==> src/vnc_pkg.sv <==
package vnc_pkg;

  localparam int CompW = 32;
  localparam int LimW = 31;
  localparam int NumW = 62;
  localparam int SqrtSteps = 16;
  localparam int DivSteps = 16;

  localparam logic [LimW-1:0] ONE_Q16 = 31'd65536;
  localparam logic [63:0] ONE_Q32 = 64'h0000_0001_0000_0000;

  // register indexes
  localparam logic REG_LOW = 1'b0;
  localparam logic REG_HIGH = 1'b1;

  typedef enum logic {
    OP_NORMALIZE = 1'b0,
    OP_CLAMP = 1'b1
  } op_t;

  // item in the square root chain
  typedef struct packed {
    logic valid;
    logic [3:0][CompW-1:0] comp;
    logic scale;
    logic [3:0][NumW-1:0] num;
    logic [63:0] src;
    logic [35:0] rem;
    logic [31:0] root;
  } sqrt_t;

  // item in the divider chain
  typedef struct packed {
    logic valid;
    logic [3:0][CompW-1:0] comp;
    logic scale;
    logic [31:0] mag;
    logic [3:0] ovf;
    logic [3:0][31:0] rem;
    logic [3:0][31:0] numlo;
    logic [3:0][31:0] quo;
  } div_t;

endpackage

==> src/vnc_sqrt_step.sv <==
module vnc_sqrt_step
  import vnc_pkg::*;
(
  input  logic clk,
  input  logic rst,
  input  logic en,
  input  sqrt_t in_stage,
  output sqrt_t stage
);

  sqrt_t stage_next;
  logic [35:0] r;
  logic [35:0] t;
  logic [31:0] q;
  logic [63:0] sr;

  // two root digits per stage
  always_comb begin
    stage_next = in_stage;
    r = in_stage.rem;
    q = in_stage.root;
    sr = in_stage.src;
    t = 36'd0;
    for (int k = 0; k < 2; k++) begin
      r = {r[33:0], sr[63:62]};
      sr = {sr[61:0], 2'b00};
      t = {2'b00, q, 2'b01};
      if (r >= t) begin
        r = r - t;
        q = {q[30:0], 1'b1};
      end else begin
        q = {q[30:0], 1'b0};
      end
    end
    stage_next.rem = r;
    stage_next.root = q;
    stage_next.src = sr;
  end

  always_ff @(posedge clk) begin
    if (rst) begin
      stage.valid <= 1'b0;
    end else if (en) begin
      stage <= stage_next;
    end
  end

endmodule

==> config.mk <==
export PLATFORM = sky130hd
export DESIGN_NAME = vnc_sqrt_step
export DESIGN_NICKNAME = d
export VERILOG_FILES = /design/src/vnc_pkg.sv /design/src/vnc_sqrt_step.sv
export SDC_FILE = /design/constraint.sdc
export NUM_CORES = 1
export LEC_CHECK = 0
export BUFFER_PORTS_ARGS = -buffer_cell sky130_fd_sc_hd__buf_2
export CORE_AREA = 8 8 390 392
export DETAILED_ROUTE_END_ITERATION = 10
export DIE_AREA = 0 0 398 400
export RECOVER_POWER = 50
export SLEW_MARGIN = 5
export SYNTH_ARGS = -nofsm -noshare
export SYNTH_HDL_FRONTEND = slang
export SYNTH_SLANG_ARGS = --single-unit
==> constraint.sdc <==
create_clock -name clk -period 49.5 [get_ports clk]
set_input_delay 2.475 -clock clk [delete_from_list [all_inputs] [get_ports clk]]
set_output_delay 2.475 -clock clk [all_outputs]
set_load 0.01 [all_outputs]
### Word level (Yosys, flattened, before mapping)

Cells that the tools add are included.

| word-level totals | value |
|---|---|
| memories kept | 0 |
| bits in read-only memories | 0 |
| latch bits | 0 |
| bits in registers | 506 |
| bits in writable memories | 0 |
| input bits | 513 |
| word-level logic and storage cells | 23 |

| cells by class | value |
|---|---|
| multiply operators | 0 |
| div/mod/pow operators | 0 |
| multiplexer cells | 4 |
| reductions and logical operators | 1 |
| order comparisons | 2 |
| add/subtract/negate cells | 2 |
| shift operators | 0 |
| eq/ne operators | 0 |
| bitwise gates (word level) | 1 |

Operator list:

| operator | count |
|---|---|
| 36-bit by 34-bit greater-or-equal comparator with 1-bit output | 2 |
| 36-bit two-way mux | 1 |
| 36-bit by 34-bit subtractor with 36-bit output | 1 |
| 34-bit two-way mux | 1 |
| 34-bit subtractor | 1 |
| 1-bit two-way mux | 2 |
| 2-bit AND reduction | 1 |
| 1-bit inverter | 1 |

### Depth between registers and ports, before layout

| logic depth | value |
|---|---|
| depth after elaboration | 4 |
| gate-level depth with buffers | 30 |

### Worst setup path after synthesis

OpenSTA, ideal clock, no wires.

| path | value |
|---|---|
| kind | input -> register |
| from | input port rst |
| to | register stage[0] in the netlist's numbering (enable) |
| setup time | 1.454 ns |
| required time | 48.046 ns |
| setup slack | 23.284 ns |
| path buffers | 0 |
| cell stages on the path | 1 |
| arrival | 24.762 ns |
| cell sequence | nor2b_1 |

| between the ends | value |
|---|---|
| cells in the longest elaborated chain, start to end | 2 |

Ends and longest elaborated chain:

| what | line | RTL |
|---|---|---|
| start, declared | vnc_sqrt_step.sv:5 | `input logic rst,` |
| 1-bit inverter (no source line) | n/a |  |
| 2-bit AND reduction (no source line) | n/a |  |
| end signal, assigned | vnc_sqrt_step.sv:44 | `stage <= stage_next;` |
| end, declared | vnc_sqrt_step.sv:8 | `output sqrt_t stage` |

Every way passes these cells.
A chain may end at the register's enable or synchronous reset.

### Final worst setup path

| path | value |
|---|---|
| from | input port en |
| to | register stage[27] in the netlist's numbering (enable) |

| between the ends | value |
|---|---|
| cells in the longest elaborated chain, start to end | 1 |

Ends and longest elaborated chain:

| what | line | RTL |
|---|---|---|
| start, declared | vnc_sqrt_step.sv:6 | `input logic en,` |
| 2-bit AND reduction (no source line) | n/a |  |

Every way passes these cells.

==> results.py <==
metrics = {
    "timing": {
        "final_hold_viol_count": 0,
        "relSlewSlack_pct": -414.6,
        "tightest_slew_ns": 7.719,
        "final.period_utilization_pct": 22.32,
        "fmax_mhz": 90.50,
        "fin_worst_skew_ns": 0,
        "setup_viol": 0,
        "rsz0062_at_grt": "no",
        "setup_tns_ns": 0,
        "drv_slew": 247,
        "fin_crit_ns": 11.05,
        "finalWorstSetupSlack_ns": 38.45,
    },
    "clock_tree": {
        "hold_buffers": 0,
        "path_clk_slew_ns": 0.06,
        "cts_tree": "done",
        "htree_levels": 3,
        "post_cts_buffers": 0,
        "clock_latency_ns": 0.66,
        "cts_resized": 0,
        "clk_path_buf_depth": 3,
        "root_buffer": "clkbuf_16",
        "numCtsBuffers": 68,
        "cts_sinks": 506,
    },
    "power_and_ir_drop": {
        "p_int_uw": 918.1,
        "comb_power_share_pct": 18.8,
        "swShare_pct": 29.06,
        "p_clk_share_pct": 40.5,
        "switchingPower_uw": 376.0,
        "powerDensity_nw_per_um2": 43.78,
        "peakVddDrop_mv": 0.04081,
        "p_seq_share_pct": 40.6,
        "p_leak_nw": 11.66,
    },
    "critical_path": {
        "cpMostUsedCell": "clkbuf_1",
        "cp.arrival_ns": 11.30,
        "critPathRequiredTime_ns": 49.75,
        "worstSetupStartpointType": "input port",
        "crit_path_end_kind": "flip-flop",
        "critPathMaxStageDelay_ns": 5.46,
        "path_class": "in2reg",
        "path_max_fanout": 123,
        "cpMaxStageDelayCell": "clkbuf_1",
        "critical-path-top-delay-family": "buffers and inverters",
        "path_cells": "clkbuf_1 > nor2b_1 > clkbuf_1 > buf_4",
        "crit_buf_inv": 3,
    },
    "synthesis": {
        "synth_flop_cell": "edfxtp_1",
        "ys_warn_count": 0,
        "synth_top_area_share_pct": 75.97,
        "synth_top_area_cell": "edfxtp_1",
        "netlist_instances": 1216,
        "synthDistinctLibCells": 65,
        "netlist_area_um2": 19960,
        "synth-edff-count": 505,
        "synth-seq-cells": 506,
        "postSynthAreaPerCell_um2": 16.41,
        "synthArstFlopShare_pct": 0,
        "ys_top_cells_by_area": "edfxtp_1, ha_1, a21oi_1",
        "ys_seq_area_share_pct": 76.07,
    },
    "grt": {
        "grtUsageMet2_pct": 25.66,
        "grtUsageTotal_pct": 15.26,
        "grt_pass1_vias": 15750,
        "antenna_found_initial": 121,
        "met3_usage_pct": 8.923,
        "grt_overflow": 0,
        "top_usage_layer": "met2",
        "grt_max_degree": 124,
        "grt_pass1_wl_um": 159400,
        "use_met1_pct": 16.61,
    },
    "floorplanning": {
        "die_w_um": 398,
        "die-height_um": 400,
        "io_pins": 1023,
        "coreArea_um2": 146300,
        "die_area_um2": 159200,
        "num_rows": 141,
        "start_util_pct": 13.65,
    },
    "outcome": {
        "outcome": "complete, but fails checks",
        "failed_checks": "max-capacitance violations, max-slew violations",
    },
    "placement": {
        "place_ws_ns": 39.27,
        "place_congestion": 0.8985,
        "place_hpwl_um": 110100,
        "place.port_buffers": 1016,
    },
    "worst_hold_path": {
        "hp-class": "reg2reg",
    },
    "drt": {
        "wl_per_cell_um": 29.96,
        "drcViolationCount": 0,
        "drtPass1Iterations": 5,
        "viasPerCell": 3.688,
        "totalWireLength_um": 128700,
        "drt_iter0_drc": 1059,
        "vias": 15840,
        "postRouteAntennaNets": 0,
    },
    "finish": {
        "largest_reg_flops": 506,
        "drive_above_1_share_pct": 41.14,
        "final_util_pct": 20.21,
        "largestRegisters": "stage x506",
        "areaGrowthSynthToFinish_pct": 48.09,
        "num-nets-final": 2865,
        "largest_register": "stage",
    },
    "flow_run": {
        "max_cap_viol_count": 4,
    },
}
==> cell usage after synthesis (all sizes together) (2+ instances only) <==
master   number
edfxtp      505
a21oi        91
ha           68
nand2        64
nor2         52
inv          50
o21ai        45
a21o         40
xnor2        38
xor2         25
clkbuf       22
mux2         20
nor3         18
and3         14
nand3        14
o21bai       14
buf          11
nand4        11
a31oi        10
o31ai         9
a211oi        8
nand2b        8
nor2b         8
o21a          7
a41oi         6
and2          6
and4          5
o211ai        5
a311oi        4
mux2i         4
or2           4
or3           3
a2111oi       2
a211o         2
a21boi        2
a221oi        2
a22oi         2
a31o          2
o311ai        2
==> final cells by class <==
class | instances | area, um^2
well taps | 1930 | 2415
inverters | 51 | 191.4
clock inverters | 36 | 589.3
diodes | 34 | 85.08
clock buffers | 81 | 1750
fillers | 15950 | 116700
multi-input cells | 629 | 4419
repair buffers | 1028 | 4925
flip-flops and latches | 506 | 15180
==> final timing paths <==
path / from / depth (start not counted) / slack (ns) / endpoint
min: stage[509] / 2 / 0.54 / stage[509]
min reg2reg: stage[509] / 2 / 0.54 / stage[509]
max reg2reg: stage[509] / 2 / 48.90 / stage[509]
max: en / 4 / 38.45 / stage[27]
==> placed cells by master (no fill, tap or decap), types with 8 or more instances in the layout <==
| master | n |
|---|---|
| bufinv_16 | 11 |
| xor2_1 | 24 |
| a21o_1 | 40 |
| and3_1 | 13 |
| nand2b_1 | 8 |
| mux2_4 | 12 |
| nor3_1 | 18 |
| nor2_1 | 52 |
| o21bai_1 | 13 |
| a31oi_1 | 10 |
| buf_4 | 9 |
| diode_2 | 34 |
| o21ai_0 | 45 |
| edfxtp_1 | 505 |
| clkbuf_1 | 207 |
| buf_2 | 825 |
| inv_1 | 50 |
| o31ai_1 | 9 |
| xnor2_1 | 38 |
| ha_1 | 68 |
| clkbuf_16 | 68 |
| nor2b_1 | 8 |
| a21oi_1 | 91 |
| nand3_1 | 14 |
| nand4_1 | 11 |
| nand2_1 | 64 |
| a211oi_1 | 8 |
==> layer usage <==
layer / part of all wire, % / vias to the layer above
met5: 0.16 / -
met4: 2.7 / 32
met3: 14 / 206
met2: 47 / 941
met1: 36 / 7790
li1: - / 6872
==> stage by stage <==
step / std cells / instance area [um^2] / total power [mW] / hold WS (ns)
5_1_grt: 4269 / 29490 / 1.354 / 0.5911
4_1_cts: 4261 / 29740 / 1.327 / 0.5278
6_report: 4295 / 29560 / 1.294 / 0.5415
2_1_floorplan: 1219 / 19970 / 0.6748 / 0.5279
3_5_place_dp: 4144 / 27410 / 0.7814 / 0.5054
3_3_place_gp: 4144 / 27410 / 0.7818 / 0.4890
==> tightest hold or removal path: stages, from the launching register on <==
cell     delay (ns)
dfxtp_1        0.32
mux2i_1        0.12
nor2_1         0.06
==> power by group through the flow <==
stage / registers, mW / logic (mW) / clock network (mW)
final: 0.526 / 0.244 / 0.525
after global routing: 0.529 / 0.264 / 0.561
after CTS: 0.525 / 0.251 / 0.551
after detailed placement: 0.533 / 0.249 / 0
after global placement: 0.532 / 0.250 / 0
after floorplan: 0.564 / 0.111 / 0
==> cells by family after synthesis <==
group,synth area share (%)
flip-flops,76.07
AO/OA/AOI/OAI,8.356
AND/OR/NAND/NOR,5.090
buffers and inverters,1.843
adder cells (fa/ha/maj),4.263
XOR/XNOR,2.802
multiplexers,1.555
other,0.01879
Power figures use the tool's default switching activity.
